===== config.mk =====
export PLATFORM = sky130hd
export DESIGN_NAME = usm3_sharpen
export DESIGN_NICKNAME = d
export VERILOG_FILES = /design/src/rtl/core/usm3_pkg.sv /design/src/rtl/core/usm3_sharpen.sv
export SDC_FILE = /design/constraint.sdc
export NUM_CORES = 1
export LEC_CHECK = 0
export ABC_AREA = 1
export BUFFER_PORTS_ARGS = -buffer_cell sky130_fd_sc_hd__buf_2
export CAP_MARGIN = 20
export CORE_ASPECT_RATIO = 1.25
export CORE_MARGIN = 4
export CORE_UTILIZATION = 67
export DETAILED_ROUTE_END_ITERATION = 7
export PLACE_DENSITY = 0.88
export SLEW_MARGIN = 40
export SYNTH_ARGS = -nofsm -noshare
export SYNTH_HDL_FRONTEND = slang
export SYNTH_SLANG_ARGS = --single-unit
export TNS_END_PERCENT = 20

===== constraint.sdc =====
create_clock -name clk -period 11.35 [get_ports clk]
set_input_delay 0.5675 -clock clk [delete_from_list [all_inputs] [get_ports clk]]
set_output_delay 0.5675 -clock clk [all_outputs]
set_load 0.02 [all_outputs]

===== src/rtl/core/usm3_pkg.sv =====
package usm3_pkg;

    // Configuration port
    localparam int CFG_IDX_W  = 2;
    localparam int CFG_DATA_W = 12;

    // Register indexes
    localparam logic [CFG_IDX_W-1:0] REG_DIRECT_GAIN  = 2'd0;
    localparam logic [CFG_IDX_W-1:0] REG_BLUR_GAIN    = 2'd1;
    localparam logic [CFG_IDX_W-1:0] REG_FRAME_WIDTH  = 2'd2;
    localparam logic [CFG_IDX_W-1:0] REG_FRAME_HEIGHT = 2'd3;

    // Register widths and reset values
    localparam int GAIN_W = 12;
    localparam int SIZE_W = 10;
    localparam logic [GAIN_W-1:0] DIRECT_GAIN_RESET = 12'd768;
    localparam logic [GAIN_W-1:0] BLUR_GAIN_RESET   = 12'd512;
    localparam logic [SIZE_W-1:0] FRAME_SIZE_RESET  = 10'd512;
    localparam int MIN_FRAME_SIZE = 3;

    // Pixel path
    localparam int PIX_W   = 8;
    localparam int TAG_W   = 9;
    localparam int SUM_W   = 12;
    localparam int PROD_W  = GAIN_W + PIX_W;
    localparam int FRAC_W  = 8;
    localparam int OUT_TDATA_W = 32;
    localparam logic [PIX_W-1:0] PIX_MAX = 8'd255;

    // Result slots of one input item (bit positions in the result mask)
    localparam logic [1:0] K_UP_LEFT   = 2'd0;  // row r-1, column c-1
    localparam logic [1:0] K_UP_RIGHT  = 2'd1;  // row r-1, column c
    localparam logic [1:0] K_LOW_LEFT  = 2'd2;  // row r,   column c-1
    localparam logic [1:0] K_LOW_RIGHT = 2'd3;  // row r,   column c

    typedef logic [PIX_W-1:0] pix_t;
    typedef logic [TAG_W-1:0] tag_t;
    typedef pix_t  [2:0] wcol_t;  // [0] row r-2, [1] row r-1, [2] row r
    typedef wcol_t [2:0] win_t;   // [0] oldest column

    // Item state handed from the line-store stage to the sequencer
    typedef struct packed {
        logic [3:0] mask;
        logic       first_col;
        logic       first_row;
        tag_t       row_prev;
        tag_t       row_cur;
        tag_t       col_prev;
        tag_t       col_cur;
    } item_t;

    // One result request for the sharpen pipeline
    typedef struct packed {
        pix_t blur;
        pix_t center;
        tag_t row;
        tag_t col;
        logic last;
    } tap_t;

    // One finished result
    typedef struct packed {
        pix_t pixel;
        tag_t row;
        tag_t col;
        logic last;
    } res_t;

endpackage


===== src/rtl/core/usm3_sharpen.sv =====
module usm3_sharpen (
    input  logic                          clk,
    input  logic                          rst_n,
    input  logic                          in_valid,
    input  usm3_pkg::tap_t                in_tap,
    output logic                          in_ready,
    input  logic [usm3_pkg::GAIN_W-1:0]   direct_gain,
    input  logic [usm3_pkg::GAIN_W-1:0]   blur_gain,
    output logic                          out_valid,
    input  logic                          out_ready,
    output usm3_pkg::res_t                out_res
);
    import usm3_pkg::*;

    logic              v3_reg, v4_reg, vo_reg;
    logic              r3, r4, ro;
    tap_t              t3_reg;
    logic [PROD_W-1:0] pd_reg, pb_reg;
    tag_t              row4_reg, col4_reg;
    logic              last4_reg;
    logic [PROD_W-1:0] diff;
    logic [PROD_W-FRAC_W-1:0] whole;
    pix_t              pix_next;
    res_t              res_reg;

    // Stage ready chain, bubbles collapse
    assign ro       = !vo_reg || out_ready;
    assign r4       = !v4_reg || ro;
    assign r3       = !v3_reg || r4;
    assign in_ready = r3;

    always_ff @(posedge clk or negedge rst_n)
    begin
        if (!rst_n)
        begin
            v3_reg <= 1'b0;
            v4_reg <= 1'b0;
            vo_reg <= 1'b0;
        end
        else
        begin
            if (r3)
                v3_reg <= in_valid;
            if (r4)
                v4_reg <= v3_reg;
            if (ro)
                vo_reg <= v4_reg;
        end
    end

    // Clamp: negative to zero, drop fraction, saturate at full scale
    assign diff  = pd_reg - pb_reg;
    assign whole = diff[PROD_W-1:FRAC_W];

    always_comb
    begin
        if (pd_reg < pb_reg)
            pix_next = '0;
        else if (whole > (PROD_W-FRAC_W)'(PIX_MAX))
            pix_next = PIX_MAX;
        else
            pix_next = whole[PIX_W-1:0];
    end

    always_ff @(posedge clk)
    begin
        if (r3)
            t3_reg <= in_tap;
        if (r4)
        begin
            pd_reg    <= PROD_W'(direct_gain) * PROD_W'(t3_reg.center);
            pb_reg    <= PROD_W'(blur_gain) * PROD_W'(t3_reg.blur);
            row4_reg  <= t3_reg.row;
            col4_reg  <= t3_reg.col;
            last4_reg <= t3_reg.last;
        end
        if (ro)
        begin
            res_reg.pixel <= pix_next;
            res_reg.row   <= row4_reg;
            res_reg.col   <= col4_reg;
            res_reg.last  <= last4_reg;
        end
    end

    assign out_valid = vo_reg;
    assign out_res   = res_reg;

endmodule


# Word level (Yosys, flattened, before mapping)

Cells that the tools add are included.

Register bits after elaboration: 124
Latch bits: 0
Memory bits (writable): 0
Memory bits (read-only): 0
Input bits: 63
Output and inout bits: 29
Memories: 0

$add $sub $neg: 1
Multipliers: 2
Divide/modulo/power cells: 0
Magnitude comparators: 2
Eq/ne operators: 0
Shift-type cells: 0
Mux-type cells: 1
Bitwise gates (word level): 0
Reduce and logical (&&, ||, !) cells: 6

Operator list:

| operator                                             | count |
|---|---|
| multiplier 12 x 8 -> 20 bit                          | 2 |
| < comparator 20 bit                                  | 1 |
| subtractor 20 bit                                    | 1 |
| > comparator 12 x 8 -> 1 bit (second input constant) | 1 |
| two-way mux 8 bit                                    | 1 |
| zero test 1 bit                                      | 3 |
| logical OR 1 bit                                     | 3 |

# Depth between registers and ports, before layout

Depth in word-level cells: 4
Mapped depth: 22
Gate-level depth less buffers: 21

# Worst setup path after synthesis

OpenSTA, ideal clock, no wires.

Path type: input -> register
Start point: input port blur_gain[6] in the netlist's numbering
End point: register pb_reg[19] (data pin)
Setup time: 0.260 ns
Data arrival time: 4.097 ns
Data required time: 11.090 ns
Slack: 6.993 ns
Stages on the path: 17
Cells stage by stage: clkbuf_1 nand2_1 inv_1 fa_1 inv_1 fa_1 inv_1 fa_1 inv_1 fa_1 inv_1 ha_1 nand2_1 o21ai_0 a221oi_1 nand2_1 xnor2_1

Longest elaborated chain between the ends: 1

RTL lines:

| what                        | RTL line           | text |
|---|---|---|
| from (decl)                 | usm3_sharpen.sv:8  | `input logic [usm3_pkg::GAIN_W-1:0] blur_gain,` |
| multiplier 12 x 8 -> 20 bit | usm3_sharpen.sv:72 | `pb_reg <= PROD_W'(blur_gain) * PROD_W'(t3_reg.blur);` |
| to (signal assigned)        | usm3_sharpen.sv:72 |  |
| to (decl)                   | usm3_sharpen.sv:18 | `logic [PROD_W-1:0] pd_reg, pb_reg;` |

Every way passes these cells.
A chain may end at the register's enable or synchronous reset.

# Worst setup path in the final report

Start point: register t3_reg[29] in the netlist's numbering
End point: register pb_reg[17] (data pin)

Longest elaborated chain between the ends: 1

RTL lines:

| what                        | RTL line           | text |
|---|---|---|
| from (decl)                 | usm3_sharpen.sv:17 | `tap_t t3_reg;` |
| from (signal assigned)      | usm3_sharpen.sv:68 | `t3_reg <= in_tap;` |
| multiplier 12 x 8 -> 20 bit | usm3_sharpen.sv:72 |  |

Every way passes these cells.

==> impl_metrics.json <==
{
  "yosysSeqAreaShare_pct": 32.24,
  "p_leak_nw": 7.358,
  "synthCells": 1303,
  "cts-hold-fix-buffers": 1,
  "die-height_um": 154.5,
  "intPower_mw": 1.823,
  "synthArstFlopShare_pct": 2.419,
  "n_fill_cell": 1125,
  "p_per_area_mw_per_mm2": 268.3,
  "hold_ws_ns": 0.3072,
  "holdCritStartpoint": "in_tap[30]",
  "routed_via_density": 5.327,
  "grt_pass1_vias": 8985,
  "clockPowerShare_pct": 16.4,
  "p_sw_mw": 1.581,
  "timing_hold_violations_final": 0,
  "period_share_pct": 40.85,
  "ys_seq_elements": 124,
  "power_mw": 3.404,
  "synth_area_mm2": 0.01150,
  "fin_crit_ns": 4.636,
  "p_sw_share_pct": 46.44,
  "die_area_mm2": 0.01934,
  "final_cell_mix": "inv_1, nand2_1, edfxtp_1",
  "htreeDepth": 4,
  "cpLargestDelayFamily": "adder cells",
  "multi_input_area_mm2": 0.006215,
  "synth_fp_nets": 1585,
  "reg2reg_from": "t3_reg[29]$_DFFE_PP_",
  "stdcell_area_mm2": 0.01269,
  "r2r_setup_slack_ns": 6.71,
  "rows": 53,
  "seqPwrFrac_pct": 22.6,
  "holdPathStages": 1,
  "largest_reg_flops": 35,
  "cp.arrival_ns": 4.81,
  "worstRegToRegCells": 17,
  "path_cells": "nand2_1 > fa_1 > inv_1 > fa_1 > fa_1 > inv_1 > fa_1 > inv_1 > ha_1 > nand2_1 > inv_1 > nand3_1 > o21bai_1 > nand2_1 > nand2_1 > a21oi_1 > xor2_1",
  "drtPass1Iterations": 6,
  "cts-root-buf": "clkbuf_16",
  "crit_path_top_delay_cell": "edfxtp_1",
  "required_ns": 11.53,
  "power_frac_comb_pct": 61.0,
  "r2r_end": "pb_reg[17]$_DFFE_PP_",
  "criticalPathCategory": "flip-flop to flip-flop",
  "fin_cells": 1607,
  "io_buffers": 91,
  "grt_pass1_wl_um": 41370,
  "synth_edf_count": 121,
  "num_vias": 8561,
  "area_growth_pct": 10.31,
  "groute.usage.overall_pct": 26.87,
  "worst_pin_slew_ns": 0.7370,
  "fin_util_pct": 75.33,
  "clkSinkCount": 124,
  "status": "finished clean",
  "worstPathMaxFanout": 12,
  "cp-start-kind": "flip-flop",
  "clkLatencyLatePin_ns": 0.43,
  "yosysUniqueCellTypes": 37,
  "hpwl_um": 18420,
  "placed_area_mm2": 0.01208,
  "grt.overflow.total": 0,
  "clockBufferDepth": 2,
  "wire_per_inst_um": 15.31,
  "final_common_cell": "inv_1",
  "slew_violations": 0,
  "numCtsBuffers": 17,
  "fp.coreArea_mm2": 0.01684,
  "die_w_um": 125.2,
  "cp_num_buf_inv": 4,
  "gp_congestion": 0.9088,
  "yosysWarningCount": 0,
  "grt_max_degree": 60,
  "drc": 0,
  "place_ws_ns": 6.693,
  "start_util_pct": 68.29,
  "ir_drop_v": 0.0001696,
  "setup_viol": 0,
  "synth_flop_cell": "edfxtp_1",
  "cts_tree": "yes",
  "cp-end-kind": "flip-flop",
  "cpPeakStageDelay_ns": 0.66,
  "setup_tns_ns": 0,
  "drive_gt1_share_pct": 10.96,
  "layout_setup_ws_ns": 6.714,
  "maxSlewHeadroom_pct": 50.87,
  "io_pins": 92,
  "fmax_mhz": 215.7,
  "drt_wl_total_um": 24610,
  "rsz0062_at_grt": "false",
  "syn_avg_cell_area_um2": 8.828,
  "final_nets": 1656,
  "final-seq-area_mm2": 0.003709,
  "finalClockSkew_ns": 0.01116,
  "antenna_cells": 0,
  "hold_end": "t3_reg[30]$_DFFE_PP_",
  "first_iter_violations": 523,
  "postCtsSetupRepairBufs": 0,
  "cp-startpoint": "t3_reg[29]$_DFFE_PP_",
  "max_cap_viol_count": 0,
  "antenna_found_initial": 0,
  "antenna_left": 0,
  "ctsResizeCount": 0,
  "hold_class": "primary input to flip-flop",
  "clk_pin_slew_ns": 0.07,
  "placed_cells": 1574
}
how the worst max path moves through the flow:
stage,endpoint,depth (start not counted)
after floorplan,pb_reg[19]$_DFFE_PP_,17
after global placement,pb_reg[17]$_DFFE_PP_,18
after detailed placement,pb_reg[17]$_DFFE_PP_,18
after CTS,pb_reg[17]$_DFFE_PP_,17
after global routing,pb_reg[17]$_DFFE_PP_,17
final,pb_reg[17]$_DFFE_PP_,17
metal layers:
layer	wire length, um	vias up	share of wire (%)	track usage [%]
li1	-	4039	-	-
met1	9537	4136	39	32.13
met2	12940	317	53	48.73
met3	1342	69	5.5	3.800
met4	786	0	3.2	11.16
met5	0	-	0	0
kinds of logic after synthesis:
family | Yosys count | share of synthesized area (%)
and+or+nand+nor | 431 | 15.57
buffers and inverters | 419 | 13.81
adders and majority gates | 219 | 31.65
DFF | 124 | 32.24
AOI/OAI and AO/OA | 76 | 4.134
xor gates and xnor gates | 34 | 2.589
cells in the mapped netlist (2+ instances only):
cell	instances	area, um2
inv_1	376	1411
nand2_1	336	1261
edfxtp_1	121	3633
fa_1	120	2402
ha_1	99	1239
a21oi_1	40	200.2
nand3_1	34	170.2
nor2_1	31	116.4
clkbuf_1	27	101.4
xnor2_1	17	148.9
xor2_1	17	148.9
clkbuf_2	13	65.06
o21ai_0	10	50.05
a21o_1	6	45.04
nand2_2	6	37.54
o21bai_1	6	45.04
nand3b_1	5	37.54
a31oi_1	4	25.02
dfrtp_1	3	75.07
inv_2	3	11.26
nand4_2	3	37.54
nor2_2	3	18.77
nor3_1	3	15.01
a21oi_2	2	17.52
a221oi_1	2	17.52
nand2_4	2	22.52
nand4_1	2	12.51
nor2_4	2	22.52
o21ai_2	2	17.52
area by class of cell:
class	instances	share of cell area, %
inverters	379	11.23
repair buffers	92	3.668
clock inverters	15	1.371
clock buffers	17	3.353
well taps	220	2.169
multi-input cells	760	48.98
flip-flops and latches	124	29.23
worst register-to-register path, cell delays in order (launching register included):
cell and delay, ns:
edfxtp_1 0.66, nand2_1 0.16, fa_1 0.56, inv_1 0.06
fa_1 0.49, fa_1 0.50, inv_1 0.05, fa_1 0.48
inv_1 0.04, ha_1 0.37, nand2_1 0.09, inv_1 0.06
nand3_1 0.06, o21bai_1 0.38, nand2_1 0.09, nand2_1 0.11
a21oi_1 0.09, xor2_1 0.14
power by group through the flow:
stage               clock network [mW]  logic, mW  registers, mW
CTS                              0.563       2.08          0.768
floorplan                            0       1.59          0.774
global placement                     0       1.96          0.769
global route                     0.588       2.37          0.777
detailed placement                   0       2.04          0.775
finish                           0.560       2.08          0.769
Note: power is estimated with default switching activity, not from simulation.
