--- config.mk ---
export PLATFORM = sky130hd
export DESIGN_NAME = usm3_seq
export DESIGN_NICKNAME = d
export VERILOG_FILES = /design/src/rtl/core/usm3_pkg.sv /design/src/rtl/core/usm3_seq.sv
export SDC_FILE = /design/constraint.sdc
export NUM_CORES = 1
export LEC_CHECK = 0
export ABC_AREA = 0
export BUFFER_PORTS_ARGS = -buffer_cell sky130_fd_sc_hd__buf_2
export CAP_MARGIN = 40
export CORE_MARGIN = 3
export CORE_UTILIZATION = 58
export CTS_CLUSTER_SIZE = 28
export DETAILED_ROUTE_END_ITERATION = 10
export HOLD_SLACK_MARGIN = 0.1
export PLACE_DENSITY = 0.8
export SETUP_SLACK_MARGIN = 0.1
export SYNTH_ARGS = -nofsm -noshare
export SYNTH_HDL_FRONTEND = slang
export SYNTH_SLANG_ARGS = --single-unit
--- constraint.sdc ---
create_clock -name clk -period 7.9 [get_ports clk]
set_clock_uncertainty 0.1 [all_clocks]
set_input_delay 0.395 -clock clk [delete_from_list [all_inputs] [get_ports clk]]
set_output_delay 0.395 -clock clk [all_outputs]
set_load 0.05 [all_outputs]
--- src/rtl/core/usm3_pkg.sv ---
package usm3_pkg;

    // Configuration port
    localparam int CFG_IDX_W  = 2;
    localparam int CFG_DATA_W = 12;

    // Register indexes
    localparam logic [CFG_IDX_W-1:0] REG_DIRECT_GAIN  = 2'd0;
    localparam logic [CFG_IDX_W-1:0] REG_BLUR_GAIN    = 2'd1;
    localparam logic [CFG_IDX_W-1:0] REG_FRAME_WIDTH  = 2'd2;
    localparam logic [CFG_IDX_W-1:0] REG_FRAME_HEIGHT = 2'd3;

    // Register widths and reset values
    localparam int GAIN_W = 12;
    localparam int SIZE_W = 10;
    localparam logic [GAIN_W-1:0] DIRECT_GAIN_RESET = 12'd768;
    localparam logic [GAIN_W-1:0] BLUR_GAIN_RESET   = 12'd512;
    localparam logic [SIZE_W-1:0] FRAME_SIZE_RESET  = 10'd512;
    localparam int MIN_FRAME_SIZE = 3;

    // Pixel path
    localparam int PIX_W   = 8;
    localparam int TAG_W   = 9;
    localparam int SUM_W   = 12;
    localparam int PROD_W  = GAIN_W + PIX_W;
    localparam int FRAC_W  = 8;
    localparam int OUT_TDATA_W = 32;
    localparam logic [PIX_W-1:0] PIX_MAX = 8'd255;

    // Result slots of one input item (bit positions in the result mask)
    localparam logic [1:0] K_UP_LEFT   = 2'd0;  // row r-1, column c-1
    localparam logic [1:0] K_UP_RIGHT  = 2'd1;  // row r-1, column c
    localparam logic [1:0] K_LOW_LEFT  = 2'd2;  // row r,   column c-1
    localparam logic [1:0] K_LOW_RIGHT = 2'd3;  // row r,   column c

    typedef logic [PIX_W-1:0] pix_t;
    typedef logic [TAG_W-1:0] tag_t;
    typedef pix_t  [2:0] wcol_t;  // [0] row r-2, [1] row r-1, [2] row r
    typedef wcol_t [2:0] win_t;   // [0] oldest column

    // Item state handed from the line-store stage to the sequencer
    typedef struct packed {
        logic [3:0] mask;
        logic       first_col;
        logic       first_row;
        tag_t       row_prev;
        tag_t       row_cur;
        tag_t       col_prev;
        tag_t       col_cur;
    } item_t;

    // One result request for the sharpen pipeline
    typedef struct packed {
        pix_t blur;
        pix_t center;
        tag_t row;
        tag_t col;
        logic last;
    } tap_t;

    // One finished result
    typedef struct packed {
        pix_t pixel;
        tag_t row;
        tag_t col;
        logic last;
    } res_t;

endpackage

--- src/rtl/core/usm3_seq.sv ---
module usm3_seq (
    input  logic            clk,
    input  logic            rst_n,
    input  logic            commit,
    input  usm3_pkg::item_t item,
    input  usm3_pkg::pix_t  cur_pix,
    input  usm3_pkg::pix_t  above,
    input  usm3_pkg::pix_t  above2,
    input  logic            tap_ready,
    output logic            job_free,
    output logic            job_busy,
    output logic            tap_valid,
    output usm3_pkg::tap_t  tap
);
    import usm3_pkg::*;

    win_t       win_reg;
    win_t       win_next;
    win_t       jwin_reg;
    item_t      job_reg;
    logic [3:0] mask_reg;
    logic [3:0] mask_rest;
    logic       issue;
    logic [1:0] k;
    logic       sel_right;
    logic       sel_low;
    logic       top_alt;
    wcol_t      col_l;
    wcol_t      col_m;
    wcol_t      col_r;
    pix_t       tl, tm, tr, ml, mm, mr, bl, bm, br;
    logic [SUM_W-1:0] sum;

    // Window shift: new column from the line stores and the current pixel
    always_comb
    begin
        win_next[0] = win_reg[1];
        win_next[1] = win_reg[2];
        win_next[2] = {cur_pix, above, above2};
    end

    always_ff @(posedge clk or negedge rst_n)
    begin
        if (!rst_n)
        begin
            win_reg <= '0;
        end
        else if (commit)
        begin
            win_reg <= win_next;
        end
    end

    // Job control: one mask bit per pending result
    assign mask_rest = mask_reg & (mask_reg - 4'd1);
    assign job_busy  = (mask_reg != '0);
    assign tap_valid = job_busy;
    assign issue     = job_busy && tap_ready;
    assign job_free  = !job_busy || (issue && (mask_rest == '0));

    always_ff @(posedge clk or negedge rst_n)
    begin
        if (!rst_n)
        begin
            mask_reg <= '0;
        end
        else if (commit && (item.mask != '0))
        begin
            mask_reg <= item.mask;
        end
        else if (issue)
        begin
            mask_reg <= mask_rest;
        end
    end

    always_ff @(posedge clk)
    begin
        if (commit && (item.mask != '0))
        begin
            job_reg  <= item;
            jwin_reg <= win_next;
        end
    end

    // Lowest pending result goes first
    always_comb
    begin
        if (mask_reg[K_UP_LEFT])
            k = K_UP_LEFT;
        else if (mask_reg[K_UP_RIGHT])
            k = K_UP_RIGHT;
        else if (mask_reg[K_LOW_LEFT])
            k = K_LOW_LEFT;
        else
            k = K_LOW_RIGHT;
    end

    assign sel_right = (k == K_UP_RIGHT) || (k == K_LOW_RIGHT);
    assign sel_low   = (k == K_LOW_LEFT) || (k == K_LOW_RIGHT);
    assign top_alt   = sel_low || job_reg.first_row;

    // Mirrored border: pick columns, then rows
    assign col_l = (sel_right || job_reg.first_col) ? jwin_reg[1] : jwin_reg[0];
    assign col_m = sel_right ? jwin_reg[2] : jwin_reg[1];
    assign col_r = jwin_reg[2];

    assign tl = top_alt ? col_l[1] : col_l[0];
    assign tm = top_alt ? col_m[1] : col_m[0];
    assign tr = top_alt ? col_r[1] : col_r[0];
    assign ml = sel_low ? col_l[2] : col_l[1];
    assign mm = sel_low ? col_m[2] : col_m[1];
    assign mr = sel_low ? col_r[2] : col_r[1];
    assign bl = col_l[2];
    assign bm = col_m[2];
    assign br = col_r[2];

    // 1-2-1 blur, divide by 16
    assign sum = SUM_W'(tl) + SUM_W'(tr) + SUM_W'(bl) + SUM_W'(br)
               + ((SUM_W'(tm) + SUM_W'(bm) + SUM_W'(ml) + SUM_W'(mr)) << 1)
               + (SUM_W'(mm) << 2);

    always_comb
    begin
        tap.blur   = sum[SUM_W-1:SUM_W-PIX_W];
        tap.center = mm;
        tap.row    = sel_low ? job_reg.row_cur : job_reg.row_prev;
        tap.col    = sel_right ? job_reg.col_cur : job_reg.col_prev;
        tap.last   = (k == K_LOW_RIGHT);
    end

endmodule

==> Word-level counts from Yosys, hierarchy flattened <==
Cells that the tools add are included.
{ "totals": {"regBits": 162, "latch_bits": 0, "ramBits": 0, "rom_bits": 0, "input_bits": 70, "output_inout_bits": 38, "elab_cells": 63, "memories": 0} }
{ "classes": {"addsub": 9, "multipliers": 0, "n_div": 0, "order_cmp": 0, "eq_ne": 3, "n_shift": 0, "muxes": 15, "bitwise": 1, "reduce_logical": 13} }
{ "op_table": {"columns": ["cell", "n"], "rows": [
  ["$mux 24", 2],
  ["$mux 8", 6],
  ["$add 10x8->11", 2],
  ["$add 9x8->10", 2],
  ["$add 8x8->9", 2],
  ["$mux 9", 2],
  ["$add 11x12->12", 1],
  ["$add 12x10->12", 1],
  ["$mux 4", 2],
  ["$reduce_bool 4->1", 2],
  ["$logic_or 1x1->1", 5],
  ["$and 4x4->4", 1],
  ["$eq 2x2->1 const B", 2],
  ["$logic_not 4->1", 1],
  ["$mux 2", 2],
  ["$sub 4x1->4 const B", 1],
  ["$logic_and 1x1->1", 3],
  ["$eq 2x1->1 const B", 1],
  ["$reduce_bool 2->1", 1],
  ["$logic_not 1->1", 1],
  ["$mux 1", 1]
]} }

==> Logic depth before layout (Yosys ltp) <==
Gate-level depths: netlist of the first run.
{ "depth": {"word_depth": 13, "mapped_depth": 28, "depth_no_buf": 26} }

==> Worst setup path after synthesis of the first run <==
No wires, ideal clock.
{ "synth_timing": {"path_type": "register -> output", "startpoint": "register mask_reg[0]", "endpoint": "output port tap[34] in the netlist's numbering", "t_arrival_ns": 7.520, "t_required_ns": 7.405, "path_slack_ns": -0.115, "path_stages_with_launch": 27, "n_path_buf": 3, "cell_sequence": "dfrtp_1 -> or2_1 -> buf_2 -> nand2b_1 -> buf_2 -> buf_4 -> mux2i_1 -> mux2i_1 -> fa_1 -> inv_1 -> fa_1 -> inv_1 -> ha_1 -> fa_1 -> a21o_1 -> a21oi_1 -> xnor2_1 -> fa_1 -> fa_1 -> fa_1 -> inv_1 -> ha_1 -> or4_1 -> o21ai_0 -> a31oi_1 -> a41o_1 -> o311ai_1"} }
{ "synth_rtl": {"columns": ["item", "line", "source"], "rows": [
  ["start: declaration", "usm3_seq.sv:21", "logic [3:0] mask_reg;"],
  ["start signal: assignment", "usm3_seq.sv:69", "mask_reg <= item.mask;"],
  ["start signal: assignment", "usm3_seq.sv:73", "mask_reg <= mask_rest;"],
  ["end: declaration", "usm3_seq.sv:13", "output usm3_pkg::tap_t tap"]
]} }

==> results of run 1 <==
## final cells by class
type / count / area (um2) / area share [%]
Multi-Input combinational cell: 316 / 3640 / 33.2
Sequential cell: 162 / 4610 / 42.0
Timing Repair Buffer: 209 / 1560 / 14.2
Clock inverter: 15 / 221 / 2.02
Inverter: 75 / 284 / 2.59
Tap cell: 180 / 225 / 2.05
Clock buffer: 17 / 425 / 3.88
## stage by stage
step / util (%) / worst slack [ns] / instances / instance area (um2)
6_report: 77.8 / 0.185 / 974 / 11000
5_1_grt: 77.8 / -0.0838 / 974 / 11000
4_1_cts: 75.6 / 0.128 / 954 / 10700
3_5_place_dp: 65.7 / 0.286 / 854 / 9260
3_3_place_gp: 65.5 / 0.546 / 853 / 9230
2_1_floorplan: - / 0.342 / 573 / 8470
## per-layer routing
metal | part of all wire, % | track usage, % | up-vias
li1 | - | - | 2466
met1 | 41 | 29.5 | 2678
met2 | 51 | 38.4 | 200
met3 | 5.6 | 4.88 | 35
met4 | 2.3 | 8.01 | 0
met5 | 0 | 0 | -
## path summary, 6_finish.rpt
path	startpoint	endpoint	slack (ns)	cells after the start
max in group asynchronous	rst_n	mask_reg[0]	6.68	3
worst max-delay path	mask_reg[1]	tap[34]	0.18	26
worst max register to register	mask_reg[0]	mask_reg[3]	6.29	6
min in group asynchronous	rst_n	win_next[17]	0.53	3
worst min register to register	win_next[18]	jwin_reg[18]	0.34	0
worst min-delay path	item[38]	mask_reg[0]	0.12	2
## cell families after synthesis
group           count (synthesis)
flops                         162
mux                           146
buf+inv                        95
fa+ha+maj                      69
simple gates                   47
compound gates                 45
xor+xnor                        9
## cells in the mapped netlist, drive strengths merged (3+ instances only)
cell type / instances / share of area, %
o21ai: 12 / 0.71
fa: 45 / 11
ha: 23 / 3.4
a21o: 5 / 0.44
nand2b: 3 / 0.22
mux2: 83 / 11
a21oi: 4 / 0.37
nor2: 16 / 0.80
mux2i: 56 / 6.6
edfxtp: 110 / 39
buf: 10 / 0.74
dfrtp: 52 / 15
o21a: 4 / 0.35
inv: 75 / 3.3
mux4: 7 / 1.9
xnor2: 5 / 0.52
nand2: 15 / 0.67
a211oi: 5 / 0.44
clkbuf: 10 / 0.44
xor2: 4 / 0.41
## worst max-delay path, delay by kind of cell, from the launching register on
| family | cells | cell delay [ns] |
|---|---|---|
| AO/OA/AOI/OAI | 7 | 1.26 |
| XOR/XNOR | 1 | 0.20 |
| adder cells (fa/ha/maj) | 7 | 2.97 |
| buffers and inverters | 7 | 0.81 |
| flip-flops | 1 | 0.44 |
| multiplexers | 2 | 0.39 |
| AND/OR/NAND/NOR | 2 | 0.76 |
## timing repair
action,CTS,global route
pin swaps,1,17
endpoints found under the setup margin,2,3
gates cloned,1,0
endpoints found under the hold margin,121,0
gates resized for setup,13,32
buffers inserted,1,20
hold buffers,66,0
==> flow_summary.html, run 1 <==
<table>
<tr><th>Metric</th><th>Value</th></tr>
<tr><th colspan="2">Routing</th></tr>
<tr><td>Post-detailed-route wirelength per cell</td><td>approximately 19 um</td></tr>
<tr><td>Total via count after detailed routing</td><td>5,379</td></tr>
<tr><td>Average vias per placed instance</td><td>5.52</td></tr>
<tr><td>DRT iter0 DRCs</td><td>~330</td></tr>
<tr><td>Pre-antenna DRT Iters</td><td>5</td></tr>
<tr><td>Total wire length after detailed routing</td><td>18,300 um</td></tr>
<tr><td>Remaining design rule violation count</td><td>0</td></tr>
<tr><td>Post-detailed-route count of antenna-violating nets</td><td>0</td></tr>
<tr><th colspan="2">Global route</th></tr>
<tr><td>Maximum number of pins on one net before global-route repair</td><td>58</td></tr>
<tr><td>Number of antenna violations at the first check in global routing</td><td>0</td></tr>
<tr><td>Final global-route overflow total</td><td>0</td></tr>
<tr><td>Gr usage total</td><td>between 20% and 30%</td></tr>
<tr><td>First-pass GRT wire length</td><td>approximately 28,000 um</td></tr>
<tr><td>Via count of the first global-routing pass</td><td>~5,700</td></tr>
<tr><th colspan="2">Floorplan</th></tr>
<tr><td>Core area</td><td>between 10,000 and 15,000 um2</td></tr>
<tr><td>X dimension of the die</td><td>roughly 130 um</td></tr>
<tr><td>Effective utilization at floorplan</td><td>around three fifths</td></tr>
<tr><td>Number of ports placed on the die boundary</td><td>108</td></tr>
<tr><td>Die area</td><td>16,100 um2</td></tr>
<tr><td>Placement Rows</td><td>43</td></tr>
<tr><td>Die boundary height</td><td>about 130 um</td></tr>
<tr><th colspan="2">Clocking</th></tr>
<tr><td>Cell at the root of the clock tree</td><td>clkbuf_16</td></tr>
<tr><td>Depth of the CTS H-tree</td><td>4</td></tr>
<tr><td>Clock tree from TritonCTS</td><td>done</td></tr>
<tr><td>CTS max path bufs</td><td>2</td></tr>
<tr><td>TritonCTS sink count</td><td>~160</td></tr>
<tr><td>CTS Buf Count</td><td>17</td></tr>
<tr><td>Latest clock arrival within the worst-skew pair</td><td>0.43 ns</td></tr>
<tr><td>Clock-pin slew of the registers on the worst-case setup and hold paths</td><td>around 0.060 ns</td></tr>
<tr><th colspan="2">STA</th></tr>
<tr><td>Final period utilization</td><td>between 90 and 100%</td></tr>
<tr><td>Pins over their slew limit</td><td>0</td></tr>
<tr><td>FMAX</td><td>130 MHz</td></tr>
<tr><td>Worst-margin pin slew</td><td>approximately 0.86 ns</td></tr>
<tr><td>Final total negative setup slack</td><td>0 ns</td></tr>
<tr><td>Min Tclk post-route</td><td>a little under 8 ns</td></tr>
<tr><td>Final count of negative-setup-slack endpoints</td><td>0</td></tr>
<tr><td>Max transition margin</td><td>a little over two fifths</td></tr>
<tr><td>Hold WS</td><td>0.118 ns</td></tr>
<tr><td>Count of endpoints failing hold in the final timing report</td><td>0</td></tr>
<tr><th colspan="2">Logic synthesis</th></tr>
<tr><td>Post-synthesis instance area</td><td>around 8500 um2</td></tr>
<tr><td>Post-synthesis cell count</td><td>roughly 570</td></tr>
<tr><td>Synthesized-area fraction occupied by and/or/nand/nor cells</td><td>between 2 and 3%</td></tr>
<tr><td>Mux share of post-synthesis cell area</td><td>19.6%</td></tr>
<tr><td>Ys flop type</td><td>edfxtp_1</td></tr>
<tr><td>Mapped Avg Cell Area</td><td>~15 um2</td></tr>
<tr><td>Number of distinct standard cells referenced by the synthesized netlist</td><td>46</td></tr>
<tr><td>XOR/XNOR Fraction of Synth Area</td><td>0.931%</td></tr>
<tr><td>Post-synth net total</td><td>711</td></tr>
<tr><td>Arithmetic-cell share of the synthesized area counting full adders, half adders and majority gates</td><td>about 14%</td></tr>
<tr><td>Compound-cell area share of the yosys netlist</td><td>3.76%</td></tr>
<tr><td>Count of warnings emitted by yosys</td><td>0</td></tr>
<tr><td>Dominant combinational cell family by area after synthesis</td><td>multiplexers</td></tr>
<tr><td>Async set-or-reset flop fraction in the synthesized netlist</td><td>32.1%</td></tr>
<tr><td>Count of flip-flops with a built-in enable after synthesis</td><td>110</td></tr>
<tr><td>Post-synthesis sequential element count</td><td>around 160</td></tr>
<tr><td>Proportion of synthesized chip area in sequential cells</td><td>roughly 54%</td></tr>
<tr><th colspan="2">Placed design</th></tr>
<tr><td>Post-detail-place hpwl</td><td>~11,000 um</td></tr>
<tr><td>Number of port buffers</td><td>around 110</td></tr>
<tr><td>Global placer's final weighted congestion</td><td>~0.86</td></tr>
<tr><th colspan="2">Cells and area</th></tr>
<tr><td>Final antenna diode count</td><td>0</td></tr>
<tr><td>Ratio of cells with drive above 1 in the final layout</td><td>a little under two fifths</td></tr>
<tr><td>Leading cell types in the layout, fill and taps excluded</td><td>edfxtp_1 (110), buf_2 (106), mux2_2 (82), inv_1 (72), dlygate4sd3_1 (66)</td></tr>
<tr><td>Filler instances</td><td>a little under 800</td></tr>
<tr><td>Net count, final</td><td>about 900</td></tr>
<tr><td>Leading cell type in the layout, fill and taps excluded</td><td>edfxtp_1</td></tr>
<tr><td>Layout-stage area growth over the synthesis result</td><td>29.5%</td></tr>
<tr><th colspan="2">Worst setup path</th></tr>
<tr><td>Crit-path max FO</td><td>6</td></tr>
<tr><td>Worst EP arrival</td><td>between 7 and 8 ns</td></tr>
<tr><td>Nature of the critical path startpoint</td><td>flop</td></tr>
<tr><td>Worst setup EP type</td><td>output pin</td></tr>
<tr><td>Cell repeated most along the worst path</td><td>fa_1</td></tr>
<tr><td>Required time at the worst-slack endpoint</td><td>roughly 7.4 ns</td></tr>
<tr><td>Delay of the slowest cell on the worst path</td><td>~0.57 ns</td></tr>
<tr><td>Classification of the worst setup path</td><td>reg -&gt; out</td></tr>
<tr><td>Slowest library cell on the worst path</td><td>fa_1</td></tr>
<tr><th colspan="2">Min path</th></tr>
<tr><td>Class of the worst hold path</td><td>in -&gt; reg</td></tr>
<tr><th colspan="2">Flow run</th></tr>
<tr><td>Total of max-cap violations</td><td>0</td></tr>
<tr><th colspan="2">Status</th></tr>
<tr><td>Status</td><td>finished clean</td></tr>
</table>
Power of run 1 is left out: the tool's default activity adds up to more than one toggle a clock period on the data nets, which glitch-free logic cannot reach.
==> run 2, diff against run 1 <==
Settings changed: ABC_AREA 0 to 1, CTS_CLUSTER_SIZE 28 to default.
==> flow_summary.html, run 2 <==
<table>
<tr><th>Metric</th><th>Value</th></tr>
<tr><th colspan="2">Status</th></tr>
<tr><td>Status</td><td>finished clean (unchanged)</td></tr>
<tr><th colspan="2">Floorplan</th></tr>
<tr><td>Number of ports placed on the die boundary</td><td>108 (unchanged)</td></tr>
<tr><td>Placement Rows</td><td>43 (unchanged)</td></tr>
<tr><td>Die area</td><td>16,200 um2 (was 16,100 um2)</td></tr>
<tr><td>Core area</td><td>14,100 um2 (about the same)</td></tr>
<tr><td>Effective utilization at floorplan</td><td>60.3% (was 60.0%)</td></tr>
<tr><td>X dimension of the die</td><td>127 um (about the same)</td></tr>
<tr><td>Die boundary height</td><td>127 um (about the same)</td></tr>
<tr><th colspan="2">Worst setup path</th></tr>
<tr><td>Cell repeated most along the worst path</td><td>fa_1 (unchanged)</td></tr>
<tr><td>Critical path buffer and inverter count</td><td>6 (was 7)</td></tr>
<tr><td>Critical path's top delay family</td><td>adder cells (unchanged)</td></tr>
<tr><td>Slowest library cell on the worst path</td><td>fa_1 (unchanged)</td></tr>
<tr><td>Worst setup EP type</td><td>output pin (unchanged)</td></tr>
<tr><td>Crit-path max FO</td><td>47 (was 6)</td></tr>
<tr><td>Worst EP arrival</td><td>6.88 ns (was 7.22 ns)</td></tr>
<tr><td>Required time at the worst-slack endpoint</td><td>7.40 ns (about the same)</td></tr>
<tr><td>Classification of the worst setup path</td><td>reg -&gt; out (unchanged)</td></tr>
<tr><td>Nature of the critical path startpoint</td><td>flop (unchanged)</td></tr>
<tr><td>Delay of the slowest cell on the worst path</td><td>0.54 ns (was 0.57 ns)</td></tr>
<tr><th colspan="2">Clocking</th></tr>
<tr><td>Clock-pin slew of the registers on the worst-case setup and hold paths</td><td>0.06 ns (about the same)</td></tr>
<tr><td>Clock tree from TritonCTS</td><td>done (unchanged)</td></tr>
<tr><td>Latest clock arrival within the worst-skew pair</td><td>0.42 ns (was 0.43 ns)</td></tr>
<tr><td>CTS max path bufs</td><td>2 (unchanged)</td></tr>
<tr><td>CTS Buf Count</td><td>17 (unchanged)</td></tr>
<tr><td>Depth of the CTS H-tree</td><td>4 (unchanged)</td></tr>
<tr><td>TritonCTS sink count</td><td>162 (unchanged)</td></tr>
<tr><td>Cell at the root of the clock tree</td><td>clkbuf_16 (unchanged)</td></tr>
<tr><th colspan="2">STA</th></tr>
<tr><td>Setup repair after global routing missed its margin</td><td>false</td></tr>
<tr><td>Min Tclk post-route</td><td>7.37 ns (was 7.72 ns)</td></tr>
<tr><td>Final total negative setup slack</td><td>0 ns (unchanged)</td></tr>
<tr><td>FMAX</td><td>136 MHz (was 130 MHz)</td></tr>
<tr><td>Worst-margin pin slew</td><td>0.770 ns (was 0.862 ns)</td></tr>
<tr><td>Final count of negative-setup-slack endpoints</td><td>0 (unchanged)</td></tr>
<tr><td>Hold WS</td><td>0.165 ns (was 0.118 ns)</td></tr>
<tr><td>Max transition margin</td><td>48.6% (was 41.8%)</td></tr>
<tr><td>Final period utilization</td><td>93.3% (was 97.7%)</td></tr>
<tr><td>Count of endpoints failing hold in the final timing report</td><td>0 (unchanged)</td></tr>
<tr><td>Pins over their slew limit</td><td>0 (unchanged)</td></tr>
<tr><th colspan="2">Logic synthesis</th></tr>
<tr><td>Synth top area share</td><td>38.7% (was 39.0%)</td></tr>
<tr><td>Number of distinct standard cells referenced by the synthesized netlist</td><td>31 (was 46)</td></tr>
<tr><td>Ranking of synthesized cells by instance count</td><td>nand2_1 (221), inv_1 (132), edfxtp_1 (110) (was edfxtp_1 (110), mux2_2 (82), inv_1 (75))</td></tr>
<tr><td>Library cell with the highest instance count after synthesis</td><td>nand2_1 (was edfxtp_1)</td></tr>
<tr><td>Async set-or-reset flop fraction in the synthesized netlist</td><td>32.1% (unchanged)</td></tr>
<tr><td>Post-synth net total</td><td>985 (was 711)</td></tr>
<tr><td>Post-synthesis instance area</td><td>8530 um2 (was 8460 um2)</td></tr>
<tr><td>Cells taking the most area after synthesis</td><td>edfxtp_1 (39%), dfrtp_1 (15%), fa_1 (11%) (was edfxtp_1 (39%), dfrtp_1 (15%), mux2_2 (11%))</td></tr>
<tr><td>Post-synthesis sequential element count</td><td>162 (unchanged)</td></tr>
<tr><td>Count of flip-flops with a built-in enable after synthesis</td><td>110 (unchanged)</td></tr>
<tr><td>Mapped Avg Cell Area</td><td>10.1 um2 (was 14.8 um2)</td></tr>
<tr><td>Ys flop type</td><td>edfxtp_1 (unchanged)</td></tr>
<tr><td>Proportion of synthesized chip area in sequential cells</td><td>54.0% (was 54.4%)</td></tr>
<tr><td>Post-synthesis cell count</td><td>847 (was 573)</td></tr>
<tr><td>Count of warnings emitted by yosys</td><td>0 (unchanged)</td></tr>
<tr><td>Leading area contributor after synthesis</td><td>edfxtp_1 (unchanged)</td></tr>
<tr><th colspan="2">Global route</th></tr>
<tr><td>First-pass GRT wire length</td><td>31,600 um (was 28,500 um)</td></tr>
<tr><td>Gr usage total</td><td>25.1% (was 22.8%)</td></tr>
<tr><td>Final global-route overflow total</td><td>0 (unchanged)</td></tr>
<tr><td>Number of antenna violations at the first check in global routing</td><td>0 (unchanged)</td></tr>
<tr><td>Maximum number of pins on one net before global-route repair</td><td>73 (was 58)</td></tr>
<tr><td>Via count of the first global-routing pass</td><td>6,433 (was 5,661)</td></tr>
<tr><th colspan="2">Cells and area</th></tr>
<tr><td>Filler instances</td><td>916 (was 778)</td></tr>
<tr><td>Net count, final</td><td>1,153 (was 919)</td></tr>
<tr><td>Layout-stage area growth over the synthesis result</td><td>22.8% (was 29.5%)</td></tr>
<tr><td>Leading cell types in the layout, fill and taps excluded</td><td>nand2_1 (221), inv_1 (131), edfxtp_1 (110), buf_2 (107), o21ai_0 (102) (was edfxtp_1 (110), buf_2 (106), mux2_2 (82), inv_1 (72), dlygate4sd3_1 (66))</td></tr>
<tr><td>Leading cell type in the layout, fill and taps excluded</td><td>nand2_1 (was edfxtp_1)</td></tr>
<tr><td>Final antenna diode count</td><td>0 (unchanged)</td></tr>
<tr><td>Ratio of cells with drive above 1 in the final layout</td><td>15.5% (was 36.9%)</td></tr>
<tr><td>Fin util</td><td>74.0% (was 77.8%)</td></tr>
<tr><th colspan="2">Routing</th></tr>
<tr><td>Average vias per placed instance</td><td>5.36 (was 5.52)</td></tr>
<tr><td>Pre-antenna DRT Iters</td><td>5 (unchanged)</td></tr>
<tr><td>Total wire length after detailed routing</td><td>19,600 um (was 18,300 um)</td></tr>
<tr><td>Post-detailed-route count of antenna-violating nets</td><td>0 (unchanged)</td></tr>
<tr><td>Post-detailed-route wirelength per cell</td><td>16.2 um (was 18.8 um)</td></tr>
<tr><td>Remaining design rule violation count</td><td>0 (unchanged)</td></tr>
<tr><td>DRT iter0 DRCs</td><td>575 (was 327)</td></tr>
<tr><td>Total via count after detailed routing</td><td>6,469 (was 5,379)</td></tr>
<tr><th colspan="2">Placed design</th></tr>
<tr><td>Global placer's final weighted congestion</td><td>0.942 (was 0.862)</td></tr>
<tr><td>Number of port buffers</td><td>107 (unchanged)</td></tr>
<tr><td>Post-detail-place hpwl</td><td>13,400 um (was 11,400 um)</td></tr>
<tr><th colspan="2">Min path</th></tr>
<tr><td>Class of the worst hold path</td><td>in -&gt; reg (unchanged)</td></tr>
<tr><th colspan="2">Flow run</th></tr>
<tr><td>Total of max-cap violations</td><td>0 (unchanged)</td></tr>
</table>
## run 2: cell count changes in the layout (fill, tap and decap cells not counted), sizes merged, moves of 5 or more
cell,delta
a21o,-5
inv,+58
or2,+10
a211oi,-5
mux4,-7
nand3,+14
mux2,-83
o211ai,+6
nand2,+207
mux2i,-51
buf,-24
o21ai,+117
a21oi,+10
## run 2: final timing paths
path	startpoint	endpoint	slack [ns]	depth (start not counted)
worst min register to register	win_next[29]	jwin_reg[29]	0.35	0
worst max register to register	mask_reg[1]	mask_reg[3]	5.83	7
min in group asynchronous	rst_n	win_next[16]	0.54	3
max in group asynchronous	rst_n	win_next[41]	6.67	3
worst min-delay path	item[38]	mask_reg[0]	0.16	3
worst max-delay path	mask_reg[0]	tap[30]	0.53	25
## run 2: cells by family (layout without fill, tap and decap cells)
family                   count (synthesis)  after routing  synth area share, %
AO/OA/AOI/OAI                          162            162                 9.95
XOR/XNOR                                10             10                 1.03
adder cells (fa/ha/maj)                 68             68                 13.9
buffers and inverters                  168            349                 7.86
flip-flops                             162            162                 54.0
multiplexers                             5              5                0.586
AND/OR/NAND/NOR                        272            272                 12.7
## run 2: stage by stage
stage	setup WS [ns]	std cells	area, um2
6_report	0.529	1208	10500
5_1_grt	0.119	1208	10500
4_1_cts	0.169	1208	10500
3_5_place_dp	0.658	1113	9250
3_3_place_gp	0.845	1112	9230
2_1_floorplan	1.12	847	8530
## run 2: layout make-up
type | instances | area [um2] | area share [%]
Inverter | 136 | 515 | 4.92
Timing Repair Buffer | 181 | 1270 | 12.1
Multi-Input combinational cell | 517 | 3280 | 31.3
Clock inverter | 12 | 134 | 1.28
Clock buffer | 20 | 447 | 4.26
Tap cell | 180 | 225 | 2.15
Sequential cell | 162 | 4600 | 44.0
## run 2: worst reg2reg max path: stages (launching register included)
cell,delay [ns]
dfrtp_1,0.46
nor2_2,0.40
inv_2,0.26
buf_4,0.26
o21ai_0,0.24
nand2_1,0.07
o21ai_0,0.08
a21oi_1,0.08
## run 2: timing repair
| action | CTS | global route |
|---|---|---|
| setup buffers | 0 | 0 |
| endpoints found under the hold margin | 123 | 0 |
| hold buffers | 63 | 0 |
| setup endpoints to repair | 0 | 7 |
| resized for setup | 0 | 3 |
## run 2: metal layers
layer  routed length [um]  GRT usage (%)  vias up  part of all wire (%)
met4                  384           9.09        0                   2.0
met5                    0              0        -                     0
met1                 8500           34.9     3055                    43
li1                     -              -     3083                     -
met3                 1390           4.85       38                   7.1
met2                 9360           40.1      293                    48
Power of run 2 is left out for the same reason.
